$ cat src/nrf_pkg.sv
// Shared types, constants and arithmetic helpers for the Newton root finder.
// No dependencies; imported by every module of the block.
`default_nettype none
package nrf_pkg;

  localparam int FRAC_BITS      = 16;
  localparam int MAX_ITERATIONS = 63;
  localparam int XW  = 32;
  localparam int VW  = 48;
  localparam int CW  = 6;
  localparam int TW  = 16;
  localparam int DIV_STEPS = 64;
  localparam int DCW = $clog2(DIV_STEPS + 1);

  localparam logic signed [VW-1:0] MAX48 = {1'b0, {(VW-1){1'b1}}};
  localparam logic signed [VW-1:0] MIN48 = {1'b1, {(VW-1){1'b0}}};
  localparam logic signed [VW-1:0] ONE   = VW'(1) << FRAC_BITS;

  localparam logic [1:0] SEL_F1 = 2'd0;
  localparam logic [1:0] SEL_F2 = 2'd1;

  localparam logic [1:0] SRC_X  = 2'd0;
  localparam logic [1:0] SRC_X2 = 2'd1;
  localparam logic [1:0] SRC_X3 = 2'd2;

  localparam logic [1:0] REG_FSEL = 2'd0;
  localparam logic [1:0] REG_CNT  = 2'd1;
  localparam logic [1:0] REG_THR  = 2'd2;

  typedef struct packed {
    logic          load_x;
    logic          mul_lo;
    logic          mul_hi;
    logic [1:0]    mul_src;
    logic          terms;
    logic          fold;
    logic          div_start;
    logic          newton;
    logic          emit_rep;
    logic          emit_fin;
    logic [CW-1:0] idx;
    logic          flat;
  } cmd_t;

  typedef struct packed {
    logic flat;
    logic div_done;
  } sts_t;

  function automatic logic signed [VW-1:0] sat_add(input logic signed [VW-1:0] a,
                                                   input logic signed [VW-1:0] b);
    logic signed [VW:0] s;
    s = {a[VW-1], a} + {b[VW-1], b};
    if (s[VW] != s[VW-1]) return s[VW] ? MIN48 : MAX48;
    return s[VW-1:0];
  endfunction

  function automatic logic signed [VW-1:0] scale(input logic signed [7:0] k,
                                                 input logic signed [VW-1:0] v);
    logic signed [VW+7:0] ve;
    logic signed [VW+7:0] ke;
    logic signed [VW+7:0] p;
    ve = {{8{v[VW-1]}}, v};
    ke = {{VW{k[7]}}, k};
    p  = ve * ke;
    if (p[VW+7:VW-1] == {9{p[VW+7]}}) return p[VW-1:0];
    return p[VW+7] ? MIN48 : MAX48;
  endfunction

endpackage
`default_nettype wire

$ cat src/nrf_ctrl.sv
// Controller: sequences powers, terms, flat check, division and reports.
// Depends on nrf_pkg.
`default_nettype none
module nrf_ctrl import nrf_pkg::*; (
  input  wire logic          clk_i,
  input  wire logic          rst_ni,
  input  wire logic          start_i,
  input  wire logic [CW-1:0] count_i,
  input  wire sts_t          sts_i,
  output cmd_t               cmd_o,
  output logic               busy_o
);
  localparam logic [4:0] S_IDLE = 5'd0,  S_M2L = 5'd1,  S_M2H = 5'd2,  S_M3L = 5'd3;
  localparam logic [4:0] S_M3H  = 5'd4,  S_M4L = 5'd5,  S_M4H = 5'd6,  S_TERM = 5'd7;
  localparam logic [4:0] S_F1   = 5'd8,  S_F2  = 5'd9,  S_F3  = 5'd10, S_CHK = 5'd11;
  localparam logic [4:0] S_DIV  = 5'd12, S_DIVW = 5'd13, S_NEWT = 5'd14, S_REP = 5'd15;
  localparam logic [4:0] S_FIN  = 5'd16;

  logic [4:0]    state_q, state_d;
  logic [CW-1:0] done_q, done_d, n_q, n_d;
  logic          rep_q, rep_d, flat_q, flat_d;

  always_comb begin
    state_d = state_q;
    done_d  = done_q;
    n_d     = n_q;
    rep_d   = rep_q;
    flat_d  = flat_q;
    cmd_o   = '0;
    cmd_o.idx  = done_q;
    cmd_o.flat = flat_q;
    case (state_q)
      S_IDLE: if (start_i) begin
        cmd_o.load_x = 1'b1;
        done_d  = '0;
        rep_d   = 1'b0;
        flat_d  = 1'b0;
        n_d     = (count_i > CW'(MAX_ITERATIONS)) ? CW'(MAX_ITERATIONS) : count_i;
        state_d = S_M2L;
      end
      S_M2L: begin cmd_o.mul_lo = 1'b1; cmd_o.mul_src = SRC_X;  state_d = S_M2H; end
      S_M2H: begin cmd_o.mul_hi = 1'b1; cmd_o.mul_src = SRC_X;  state_d = S_M3L; end
      S_M3L: begin cmd_o.mul_lo = 1'b1; cmd_o.mul_src = SRC_X2; state_d = S_M3H; end
      S_M3H: begin cmd_o.mul_hi = 1'b1; cmd_o.mul_src = SRC_X2; state_d = S_M4L; end
      S_M4L: begin cmd_o.mul_lo = 1'b1; cmd_o.mul_src = SRC_X3; state_d = S_M4H; end
      S_M4H: begin cmd_o.mul_hi = 1'b1; cmd_o.mul_src = SRC_X3; state_d = S_TERM; end
      S_TERM: begin cmd_o.terms = 1'b1; state_d = S_F1; end
      S_F1: begin cmd_o.fold = 1'b1; state_d = S_F2; end
      S_F2: begin cmd_o.fold = 1'b1; state_d = S_F3; end
      S_F3: begin cmd_o.fold = 1'b1; state_d = rep_q ? S_REP : S_CHK; end
      S_REP: begin cmd_o.emit_rep = 1'b1; state_d = S_CHK; end
      S_CHK: begin
        if (done_q == n_q) state_d = S_FIN;
        else if (sts_i.flat) begin
          flat_d  = 1'b1;
          state_d = S_FIN;
        end else state_d = S_DIV;
      end
      S_DIV: begin cmd_o.div_start = 1'b1; state_d = S_DIVW; end
      S_DIVW: if (sts_i.div_done) state_d = S_NEWT;
      S_NEWT: begin
        cmd_o.newton = 1'b1;
        done_d  = done_q + 1'b1;
        rep_d   = 1'b1;
        state_d = S_M2L;
      end
      S_FIN: begin cmd_o.emit_fin = 1'b1; state_d = S_IDLE; end
      default: state_d = S_IDLE;
    endcase
  end

  always_ff @(posedge clk_i or negedge rst_ni) begin
    if (!rst_ni) begin
      state_q <= S_IDLE;
      done_q  <= '0;
      n_q     <= '0;
      rep_q   <= 1'b0;
      flat_q  <= 1'b0;
    end else begin
      state_q <= state_d;
      done_q  <= done_d;
      n_q     <= n_d;
      rep_q   <= rep_d;
      flat_q  <= flat_d;
    end
  end

  assign busy_o = state_q != S_IDLE;
endmodule
`default_nettype wire

$ cat config.mk
export PLATFORM = sky130hd
export DESIGN_NAME = nrf_ctrl
export DESIGN_NICKNAME = d
export VERILOG_FILES = /design/src/nrf_pkg.sv /design/src/nrf_ctrl.sv
export SDC_FILE = /design/constraint.sdc
export NUM_CORES = 1
export LEC_CHECK = 0
export BUFFER_PORTS_ARGS = -buffer_cell sky130_fd_sc_hd__buf_4
export CORE_UTILIZATION = 33
export DETAILED_ROUTE_END_ITERATION = 10
export GPL_TIMING_DRIVEN = 1
export HOLD_SLACK_MARGIN = 0.1
export PLACE_DENSITY = 0.55
export SLEW_MARGIN = 20
export SYNTH_ARGS = -nofsm -noshare
export SYNTH_HDL_FRONTEND = slang
export SYNTH_SLANG_ARGS = --single-unit
export TNS_END_PERCENT = 20
$ cat constraint.sdc
create_clock -name clk_i -period 1.45 [get_ports clk_i]
set_input_delay 0.29 -clock clk_i [delete_from_list [all_inputs] [get_ports clk_i]]
set_output_delay 0.29 -clock clk_i [all_outputs]
set_load 0.1 [all_outputs]
==> results of run 1 <==
[area by class of cell]
cell class              count  area (sq um)
clock buffers               4          26.3
repair buffers             66           684
multi-input cells          87           773
fillers                   263          1090
inverters                   5          22.5
well taps                  44          55.1
flip-flops and latches     19           477
[kinds of logic after synthesis]
logic type,count (synthesis)
flip-flops,19
AO/OA/AOI/OAI,27
XOR/XNOR,7
adder cells (fa/ha/maj),1
multiplexers,8
AND/OR/NAND/NOR,44
buffers and inverters,12
[metrics by stage]
stage / setup TNS (ns) / instances
3_5_place_dp: -5.10 / 210
2_1_floorplan: -7.18 / 118
5_1_grt: -11.91 / 225
6_report: -9.95 / 225
3_3_place_gp: -4.71 / 210
4_1_cts: -8.68 / 224
[state kept, by name, indices dropped and copies added, names as in the netlist]
register	flops
done_q	6
n_q	6
state_q	5
flat_q	1
rep_q	1
[per-layer routing]
| metal | vias to the layer above | part of all wire | track usage |
|---|---|---|---|
| met2 | 26 | 0.53 | 0.330 |
| met1 | 525 | 0.42 | 0.231 |
| met5 | - | 0 | 0 |
| met3 | 2 | 0.039 | 0.0195 |
| li1 | 547 | - | - |
| met4 | 0 | 0.0064 | 0.0698 |
[cells in the mapped netlist]
cell,instances,share of area
sky130_fd_sc_hd__a311oi_1,1,0.0079
sky130_fd_sc_hd__a211o_1,1,0.0079
sky130_fd_sc_hd__xnor2_1,7,0.055
sky130_fd_sc_hd__a32o_1,1,0.0090
sky130_fd_sc_hd__mux2i_1,1,0.0090
sky130_fd_sc_hd__buf_2,1,0.0045
sky130_fd_sc_hd__nor2_4,1,0.010
sky130_fd_sc_hd__buf_1,2,0.0068
sky130_fd_sc_hd__and2_1,1,0.0056
sky130_fd_sc_hd__nand3_1,4,0.018
sky130_fd_sc_hd__a21o_1,1,0.0068
sky130_fd_sc_hd__nand2b_1,3,0.017
sky130_fd_sc_hd__and3_1,2,0.011
sky130_fd_sc_hd__ha_1,1,0.011
sky130_fd_sc_hd__nor2_2,1,0.0056
sky130_fd_sc_hd__or2_2,1,0.0056
sky130_fd_sc_hd__o21bai_1,1,0.0068
sky130_fd_sc_hd__nand3b_1,2,0.014
sky130_fd_sc_hd__a21oi_1,5,0.023
sky130_fd_sc_hd__dfrtp_1,19,0.43
sky130_fd_sc_hd__mux2_4,1,0.014
sky130_fd_sc_hd__clkbuf_1,2,0.0068
sky130_fd_sc_hd__nor4_1,1,0.0056
sky130_fd_sc_hd__mux2_2,6,0.061
sky130_fd_sc_hd__nand2_1,8,0.027
sky130_fd_sc_hd__or4b_1,1,0.0090
sky130_fd_sc_hd__o21ai_0,9,0.041
sky130_fd_sc_hd__nor3_1,5,0.023
sky130_fd_sc_hd__buf_4,2,0.014
sky130_fd_sc_hd__nor2_1,10,0.034
sky130_fd_sc_hd__inv_1,5,0.017
sky130_fd_sc_hd__o2111ai_1,1,0.0079
sky130_fd_sc_hd__a211oi_1,1,0.0068
sky130_fd_sc_hd__a22o_1,2,0.016
sky130_fd_sc_hd__o31ai_1,1,0.0068
sky130_fd_sc_hd__or4_4,1,0.010
sky130_fd_sc_hd__nand4_1,2,0.011
sky130_fd_sc_hd__nand2_4,1,0.010
sky130_fd_sc_hd__o21ai_1,1,0.0045
sky130_fd_sc_hd__a21boi_0,1,0.0068
sky130_fd_sc_hd__a31oi_1,1,0.0056
[how the worst max path moves through the flow]
stage | to | start
finish | done_q[0]$_DFFE_PN0P_ | state_q[1]$_DFFE_PN0P_
global route | cmd_o[17] | state_q[1]$_DFFE_PN0P_
CTS | busy_o | state_q[1]$_DFFE_PN0P_
detailed placement | cmd_o[17] | state_q[1]$_DFFE_PN0P_
global placement | cmd_o[17] | state_q[1]$_DFFE_PN0P_
floorplan | cmd_o[10] | state_q[4]$_DFFE_PN0P_
[critical path, delay by kind of cell (launching register included)]
kind	cells	cell delay, ns
AOI/OAI and AO/OA	1	0.38
buffers and inverters	3	0.36
and+or+nand+nor	1	0.51
muxes	1	0.26
DFF	1	0.40
[repair_timing]
action | in CTS | in global routing
endpoints found under the hold margin | 19 | 0
pin swaps | 10 | 4
buffers inserted | 9 | 1
hold buffers | 1 | 0
endpoints found under the setup margin | 28 | 34
gates resized for setup | 52 | 20
==> insert_results.sql, run 1 <==
INSERT INTO impl_metrics (metric_group, metric, value, unit) VALUES
('place', 'detailed_place.area', '1660', 'sq um'),
('clock_network', 'clk_pin_slew_worst_paths', '0.10', 'ns'),
('critical_path', 'worstRegToRegCells', '6', ''),
('final_layout', 'num_antenna_cells', '0', ''),
('sta', 'worst_slack', '-0.568', 'ns'),
('hold_path', 'worstHoldStart', 'count_i[4]', ''),
('clock_network', 'clock-sinks', '19', ''),
('clock_network', 'cts_root_buffer_type', 'sky130_fd_sc_hd__clkbuf_4', ''),
('sta', 'slew_violations', '0', ''),
('clock_network', 'number_of_levels_the_h_tree_was_split_into', '1', ''),
('die', 'start_util', '0.354', ''),
('logic_synthesis', 'ys_seq_area_frac', '0.429', ''),
('critical_path', 'critical-path-max-stage-delay', '0.51', 'ns'),
('sta', 'finalSetupViolCount', '30', ''),
('detailed_routing', 'post_drt_via_cell_ratio', '4.89', ''),
('logic_synthesis', 'synth-simple-area-share', '0.217', ''),
('critical_path', 'cp_cell_sequence', 'buf_4 -> buf_6 -> buf_6 -> or4b_4 -> a211o_4 -> mux2_4', ''),
('place', 'dp_hpwl', '2190', 'microns'),
('detailed_routing', 'first_pass_iters', '4', ''),
('logic_synthesis', 'synth_area_per_cell', '9.39', 'sq um'),
('critical_path', 'r2r_setup_slack', '-0.57', 'ns'),
('hold_path', 'hold_path.class', 'in -> reg', ''),
('final_layout', 'drive_gt1_frac', '0.608', ''),
('critical_path', 'path_max_fanout', '6', ''),
('final_layout', 'mostFrequentLayoutCell', 'sky130_fd_sc_hd__buf_4', ''),
('detailed_routing', 'route.antenna.remaining_nets', '0', ''),
('detailed_routing', 'dr_total_vias', '1100', ''),
('logic_synthesis', 'synth_top_family_by_area', 'simple AND/OR/NAND/NOR gates', ''),
('global_route', 'grt_antenna_before_repair', '0', ''),
('run_status', 'run_status', 'finished with violations', ''),
('logic_synthesis', 'post_synth_fa_ha_maj_area_fraction', '0.0113', ''),
('critical_path', 'worst-endpoint-arrival', '2.20', 'ns'),
('critical_path', 'reg2reg_to', 'done_q[0]$_DFFE_PN0P_', ''),
('critical_path', 'crit_path_start_kind', 'flop', ''),
('final_layout', 'layout.core_utilization', '0.652', ''),
('final_layout', 'layout_common_cells', 'sky130_fd_sc_hd__buf_4, sky130_fd_sc_hd__dfrtp_1, sky130_fd_sc_hd__nor2_4, sky130_fd_sc_hd__buf_6, sky130_fd_sc_hd__buf_12', ''),
('logic_synthesis', 'syn_nets', '130', ''),
('logic_synthesis', 'synth_warnings', '0', ''),
('logic_synthesis', 'netlist_area', '1110', 'sq um'),
('critical_path', 'slowest_stage', 'sky130_fd_sc_hd__or4b_4', ''),
('logic_synthesis', 'synthesis.instances', '118', ''),
('logic_synthesis', 'post_synth_num_cell_types', '41', ''),
('final_layout', 'area_added_between_synthesis_and_finish', '83.9', '%'),
('sta', 'clock_skew', '0.00352', 'ns'),
('detailed_routing', 'detail_route.iter0.violations', '37', ''),
('sta', 'final_min_period_over_clock_period', '1.39', ''),
('die', 'fp_rows', '20', ''),
('sta', 'tightestPinTransition', '0.339', 'ns'),
('critical_path', 'critical_path_required', '1.63', 'ns'),
('place', 'numPortBuffers', '29', ''),
('die', 'die_wd', '60.0', 'microns'),
('place', 'dp_slack', '-0.320', 'ns'),
('run_status', 'violations_in_the_final_reports', 'setup timing', ''),
('place', 'globalplace.congestion', '0.790', ''),
('sta', 'final_period_minus_worst_setup_slack', '2.02', 'ns'),
('logic_synthesis', 'ys_seq_elements', '19', ''),
('sta', 'timing.final.hold_violations', '0', ''),
('sta', 'slew-limit-headroom', '0.773', ''),
('global_route', 'grt_pass1_vias', '1087', ''),
('sta', 'worst_hold_slack', '0.224', 'ns'),
('logic_synthesis', 'synth_xor_xnor_area_share', '0.0553', ''),
('run', 'drv.max_cap_violation_count', '0', ''),
('hold_path', 'timing.hold.worst_endpoint', 'n_q[4]$_DFFE_PN0P_', ''),
('detailed_routing', 'drt_wl_total', '2960', 'microns'),
('hold_path', 'worstHoldPathCells', '2', ''),
('die', 'design.die.area', '3600', 'sq um'),
('global_route', 'grt_max_degree', '20', ''),
('detailed_routing', 'avgRoutedWirePerCell', '13.1', 'microns'),
('global_route', 'overflow', '0', ''),
('clock_network', 'tritoncts', 'done', ''),
('critical_path', 'r2r_start', 'state_q[1]$_DFFE_PN0P_', '');
Power of run 1 is left out: the tool's default activity adds up to more than one toggle a clock period on the data nets, which glitch-free logic cannot reach.
==> run 2: changes to the inputs <==
Settings changed: GPL_TIMING_DRIVEN 1 to 0, PLACE_DENSITY 0.55 to 0.53, SKIP_CTS_REPAIR_TIMING set to 1.
Clock period 1.45 ns to 2.4 ns, I/O delays scaled along.
==> insert_results.sql, run 2 (synthesized netlist as in run 1, its figures left out) <==
INSERT INTO impl_metrics (metric_group, metric, value, unit) VALUES
('critical_path', 'crit_path_start_kind', 'flop', ''),
('final_layout', 'layout_common_cells', 'sky130_fd_sc_hd__buf_4, sky130_fd_sc_hd__dfrtp_1, sky130_fd_sc_hd__nor2_1', ''),
('place', 'globalplace.congestion', '0.803', ''),
('critical_path', 'worstRegToRegCells', '4', ''),
('place', 'numPortBuffers', '29', ''),
('detailed_routing', 'route.antenna.remaining_nets', '0', ''),
('critical_path', 'r2r_setup_slack', '0.61', 'ns'),
('critical_path', 'worst-endpoint-arrival', '1.82', 'ns'),
('final_layout', 'drive_gt1_frac', '0.372', ''),
('detailed_routing', 'avgRoutedWirePerCell', '13.0', 'microns'),
('global_route', 'grt_max_degree', '20', ''),
('detailed_routing', 'first_pass_iters', '4', ''),
('sta', 'slew-limit-headroom', '0.729', ''),
('final_layout', 'final_nets', '169', ''),
('critical_path', 'cp_cell_sequence', 'or4_4 -> nor2_4 -> nand2_4 -> inv_2 -> buf_12', ''),
('die', 'die_wd', '60.0', 'microns'),
('die', 'placeableCoreArea', '3130', 'sq um'),
('hold_path', 'timing.hold.worst_endpoint', 'n_q[1]$_DFFE_PN0P_', ''),
('clock_network', 'clock-sinks', '19', ''),
('critical_path', 'critical-path-max-stage-delay', '0.58', 'ns'),
('hold_path', 'worstHoldPathCells', '2', ''),
('clock_network', 'cts_buffers', '3', ''),
('detailed_routing', 'post_drt_via_cell_ratio', '5.01', ''),
('critical_path', 'r2r_start', 'state_q[1]$_DFFE_PN0P_', ''),
('critical_path', 'path_max_fanout', '9', ''),
('global_route', 'overflow', '0', ''),
('global_route', 'groute.usage.overall', '0.167', ''),
('run_status', 'run_status', 'completed', ''),
('die', 'fp_rows', '20', ''),
('run', 'drv.max_cap_violation_count', '0', ''),
('detailed_routing', 'detail_route.iter0.violations', '44', ''),
('final_layout', 'mostFrequentLayoutCell', 'sky130_fd_sc_hd__buf_4', ''),
('clock_network', 'worstSkewPairLatency', '0.30', 'ns'),
('sta', 'final_min_period_over_clock_period', '0.958', ''),
('detailed_routing', 'dr_total_vias', '1002', ''),
('global_route', 'grt_pass1_vias', '950', ''),
('critical_path', 'worstPathBufferInverterCount', '2', ''),
('sta', 'clock_skew', '0.0138', 'ns'),
('critical_path', 'crit_path_end_kind', 'output pin', ''),
('clock_network', 'clk_pin_slew_worst_paths', '0.12', 'ns'),
('sta', 'max_freq', '0.435', 'GHz'),
('die', 'ioPinCount', '30', ''),
('sta', 'timing.final.hold_violations', '0', ''),
('critical_path', 'critical_path_required', '1.92', 'ns'),
('final_layout', 'area_added_between_synthesis_and_finish', '33.7', '%'),
('die', 'start_util', '0.354', ''),
('sta', 'tightestPinTransition', '0.406', 'ns'),
('sta', 'rsz0062_at_grt', 'false', ''),
('detailed_routing', 'drt_wl_total', '2600', 'microns'),
('place', 'dp_hpwl', '1940', 'microns'),
('critical_path', 'path_class', 'reg -> out', ''),
('critical_path', 'critPathTopFamily', 'simple AND/OR/NAND/NOR gates', ''),
('sta', 'final_period_minus_worst_setup_slack', '2.30', 'ns'),
('clock_network', 'number_of_levels_the_h_tree_was_split_into', '1', ''),
('clock_network', 'cts_root_buffer_type', 'sky130_fd_sc_hd__clkbuf_4', ''),
('die', 'design.die.area', '3600', 'sq um'),
('final_layout', 'top_regs', 'done_q x6, n_q x6, state_q x5', ''),
('critical_path', 'reg2reg_to', 'done_q[3]$_DFFE_PN0P_', ''),
('die', 'die_height', '60.0', 'microns'),
('sta', 'finalSetupViolCount', '0', ''),
('clock_network', 'tritoncts', 'done', ''),
('sta', 'timing.setup.tns', '0', 'ns'),
('detailed_routing', 'drcViolationCount', '0', ''),
('global_route', 'grt_antenna_before_repair', '0', ''),
('hold_path', 'hold_path.class', 'in -> reg', ''),
('critical_path', 'slowest_stage', 'sky130_fd_sc_hd__or4_4', ''),
('global_route', 'grt_first_pass_wirelength', '4360', 'microns'),
('sta', 'slew_violations', '0', ''),
('clock_network', 'clockBufferDepth', '2', ''),
('final_layout', 'num_antenna_cells', '0', ''),
('hold_path', 'worstHoldStart', 'count_i[1]', ''),
('critical_path', 'timing.critical_path.depth', '5', '');
run 2: changes by cell type in the layout (fill, tap and decap cells not counted), sizes merged:
| cell | previous run | this run |
|---|---|---|
| clkinv | 0 | 1 |
| clkinvlp | 1 | 0 |
| buf | 65 | 37 |
| inv | 4 | 5 |
| clkbuf | 4 | 6 |
run 2: how the worst max path moves through the flow:
| stage | start | to | slack, ns |
|---|---|---|---|
| 4_1_cts | state_q[1]$_DFFE_PN0P_ | cmd_o[9] | -0.19 |
| 3_3_place_gp | state_q[1]$_DFFE_PN0P_ | cmd_o[9] | 0.17 |
| 6_report | state_q[1]$_DFFE_PN0P_ | cmd_o[17] | 0.10 |
| 3_5_place_dp | state_q[1]$_DFFE_PN0P_ | cmd_o[9] | 0.17 |
| 5_1_grt | state_q[4]$_DFFE_PN0P_ | cmd_o[10] | 0.0008 |
| 2_1_floorplan | state_q[3]$_DFFE_PN0P_ | cmd_o[16] | -0.36 |
run 2: per-layer routing:
metal / GRT usage / vias to the layer above / part of all wire
li1: - / 499 / -
met1: 0.208 / 480 / 0.46
met2: 0.284 / 21 / 0.49
met3: 0.0325 / 2 / 0.042
met4: 0.0598 / 0 / 0.0069
met5: 0 / - / 0
run 2: area by class of cell:
type | count | area (sq um)
fillers | 320 | 1650
multi-input cells | 87 | 598
flip-flops and latches | 19 | 475
repair buffers | 34 | 270
well taps | 44 | 55.1
plain buffers | 7 | 37.5
clock buffers | 3 | 22.5
inverters | 5 | 18.8
clock inverters | 1 | 5.00
run 2: worst reg2reg max path, stage by stage (launching register included):
cell                      delay (ns)
sky130_fd_sc_hd__dfrtp_1        0.44
sky130_fd_sc_hd__or4b_1         0.55
sky130_fd_sc_hd__a211o_1        0.39
sky130_fd_sc_hd__o21ai_0        0.20
sky130_fd_sc_hd__o21ai_0        0.10
run 2: metrics by stage:
step                worst slack, ns  instance area, sq um   util  hold WS (ns)  std cells
floorplan                    -0.362                  1120      -         0.184        118
global route               0.000767                  1480  0.474         0.390        200
global placement              0.174                  1400  0.446         0.371        191
detailed placement            0.165                  1400  0.446         0.376        191
CTS                          -0.190                  1420  0.455        0.0305        195
finish                        0.100                  1480  0.474         0.398        200
Power of run 2 is left out for the same reason.
==> run 3: changes to the inputs <==
Settings changed: PLACE_DENSITY 0.53 to 0.55.
Clock period 2.4 ns to 2.1 ns, I/O delays scaled along.
==> insert_results.sql, run 3 (synthesized netlist as in run 1, its figures left out) <==
INSERT INTO impl_metrics (metric_group, metric, value, unit) VALUES
('run_status', 'run_status', 'finished with violations', ''),
('run_status', 'violations_in_the_final_reports', 'setup timing', ''),
('clock_network', 'number_of_levels_the_h_tree_was_split_into', '1', ''),
('sta', 'slew-limit-headroom', '0.828', ''),
('final_layout', 'drive_gt1_frac', '0.417', ''),
('clock_network', 'worstSkewPairLatency', '0.29', 'ns'),
('global_route', 'grt_max_degree', '20', ''),
('sta', 'slew_violations', '0', ''),
('place', 'dp_slack', '-0.0761', 'ns'),
('final_layout', 'top_regs', 'done_q x6, n_q x6, state_q x5', ''),
('detailed_routing', 'post_drt_via_cell_ratio', '5.05', ''),
('run', 'drv.max_cap_violation_count', '0', ''),
('detailed_routing', 'first_pass_iters', '4', ''),
('critical_path', 'worstRegToRegCells', '5', ''),
('final_layout', 'layout.core_utilization', '0.507', ''),
('final_layout', 'final.fill_count', '314', ''),
('critical_path', 'crit_path_end_kind', 'output pin', ''),
('global_route', 'grt_antenna_before_repair', '0', ''),
('critical_path', 'worst-endpoint-arrival', '1.79', 'ns'),
('hold_path', 'worstHoldPathCells', '2', ''),
('die', 'start_util', '0.354', ''),
('final_layout', 'final_cell_count_no_fill', '207', ''),
('final_layout', 'multi_input_area', '611', 'sq um'),
('final_layout', 'num_antenna_cells', '0', ''),
('sta', 'tightestPinTransition', '0.256', 'ns'),
('final_layout', 'final_nets', '176', ''),
('detailed_routing', 'drcViolationCount', '0', ''),
('global_route', 'grt_pass1_vias', '930', ''),
('final_layout', 'layout_common_cells', 'sky130_fd_sc_hd__buf_4, sky130_fd_sc_hd__dfrtp_1, sky130_fd_sc_hd__nor2_1', ''),
('die', 'fp_rows', '20', ''),
('clock_network', 'clk_pin_slew_worst_paths', '0.10', 'ns'),
('sta', 'final_period_minus_worst_setup_slack', '2.21', 'ns'),
('die', 'die_height', '60.0', 'microns'),
('critical_path', 'critical_path_required', '1.68', 'ns'),
('die', 'design.die.area', '3600', 'sq um'),
('die', 'ioPinCount', '30', ''),
('critical_path', 'path_max_fanout', '7', ''),
('detailed_routing', 'avgRoutedWirePerCell', '12.3', 'microns'),
('die', 'die_wd', '60.0', 'microns'),
('clock_network', 'clock-sinks', '19', ''),
('final_layout', 'sequential_cell_area', '475', 'sq um'),
('detailed_routing', 'detail_route.iter0.violations', '31', ''),
('final_layout', 'mostFrequentLayoutCell', 'sky130_fd_sc_hd__buf_4', ''),
('clock_network', 'cts_buffers', '3', ''),
('detailed_routing', 'route.antenna.remaining_nets', '0', ''),
('sta', 'max_freq', '0.452', 'GHz'),
('clock_network', 'cts_root_buffer_type', 'sky130_fd_sc_hd__clkbuf_4', ''),
('critical_path', 'path_class', 'reg -> out', ''),
('final_layout', 'area_added_between_synthesis_and_finish', '43.1', '%'),
('sta', 'timing.setup.tns', '-0.216', 'ns'),
('hold_path', 'hold_path.class', 'in -> reg', ''),
('sta', 'rsz0062_at_grt', 'true', ''),
('place', 'globalplace.congestion', '0.722', ''),
('clock_network', 'tritoncts', 'done', ''),
('sta', 'clock_skew', '0.000603', 'ns'),
('global_route', 'groute.usage.overall', '0.159', ''),
('sta', 'timing.final.hold_violations', '0', ''),
('place', 'dp_hpwl', '1850', 'microns'),
('detailed_routing', 'dr_total_vias', '1045', ''),
('clock_network', 'clockBufferDepth', '2', ''),
('critical_path', 'crit_path_start_kind', 'flop', ''),
('detailed_routing', 'drt_wl_total', '2540', 'microns'),
('global_route', 'overflow', '0', ''),
('global_route', 'grt_first_pass_wirelength', '4220', 'microns'),
('die', 'placeableCoreArea', '3130', 'sq um'),
('place', 'numPortBuffers', '29', ''),
('place', 'numPlacedInstances', '191', ''),
('sta', 'final_min_period_over_clock_period', '1.05', ''),
('sta', 'worst_slack', '-0.112', 'ns'),
('sta', 'finalSetupViolCount', '3', '');
-- run 3: final timing paths --
check	start	endpoint	slack (ns)
setup / recovery	state_q[1]$_DFFE_PN0P_	cmd_o[17]	-0.11
hold / removal	count_i[3]	n_q[3]$_DFFE_PN0P_	0.36
max in group asynchronous	rst_ni	done_q[4]$_DFFE_PN0P_	1.37
hold reg to reg	rep_q$_DFFE_PN0P_	rep_q$_DFFE_PN0P_	0.49
min in group asynchronous	rst_ni	n_q[4]$_DFFE_PN0P_	0.53
setup reg to reg	state_q[1]$_DFFE_PN0P_	n_q[5]$_DFFE_PN0P_	0.33
-- run 3: cell type report --
class	instances	share of cell area
plain buffers	7	0.0268
multi-input cells	87	0.385
clock buffers	4	0.0166
repair buffers	41	0.226
inverters	5	0.0118
well taps	44	0.0347
flip-flops and latches	19	0.300
-- run 3: metal layers --
metal,GRT usage,vias up,wire length (microns)
met4,0.0598,0,23
met1,0.209,490,1160
met3,0.0238,4,156
met2,0.262,39,1200
li1,-,512,-
met5,0,-,0
-- run 3: metrics by stage --
stage          instance area (sq um)  hold slack [ns]
6_report                        1590            0.355
2_1_floorplan                   1130            0.124
4_1_cts                         1430          -0.0174
5_1_grt                         1590            0.336
3_3_place_gp                    1410            0.305
3_5_place_dp                    1410            0.309
-- run 3: worst max-delay path, stage by stage (launching register included) --
cell and delay [ns]:
sky130_fd_sc_hd__dfrtp_1 0.43, sky130_fd_sc_hd__or4_4 0.58, sky130_fd_sc_hd__nor2_4 0.15, sky130_fd_sc_hd__nand2_4 0.09, sky130_fd_sc_hd__inv_2 0.08, sky130_fd_sc_hd__buf_12 0.17
Power of run 3 is left out for the same reason.
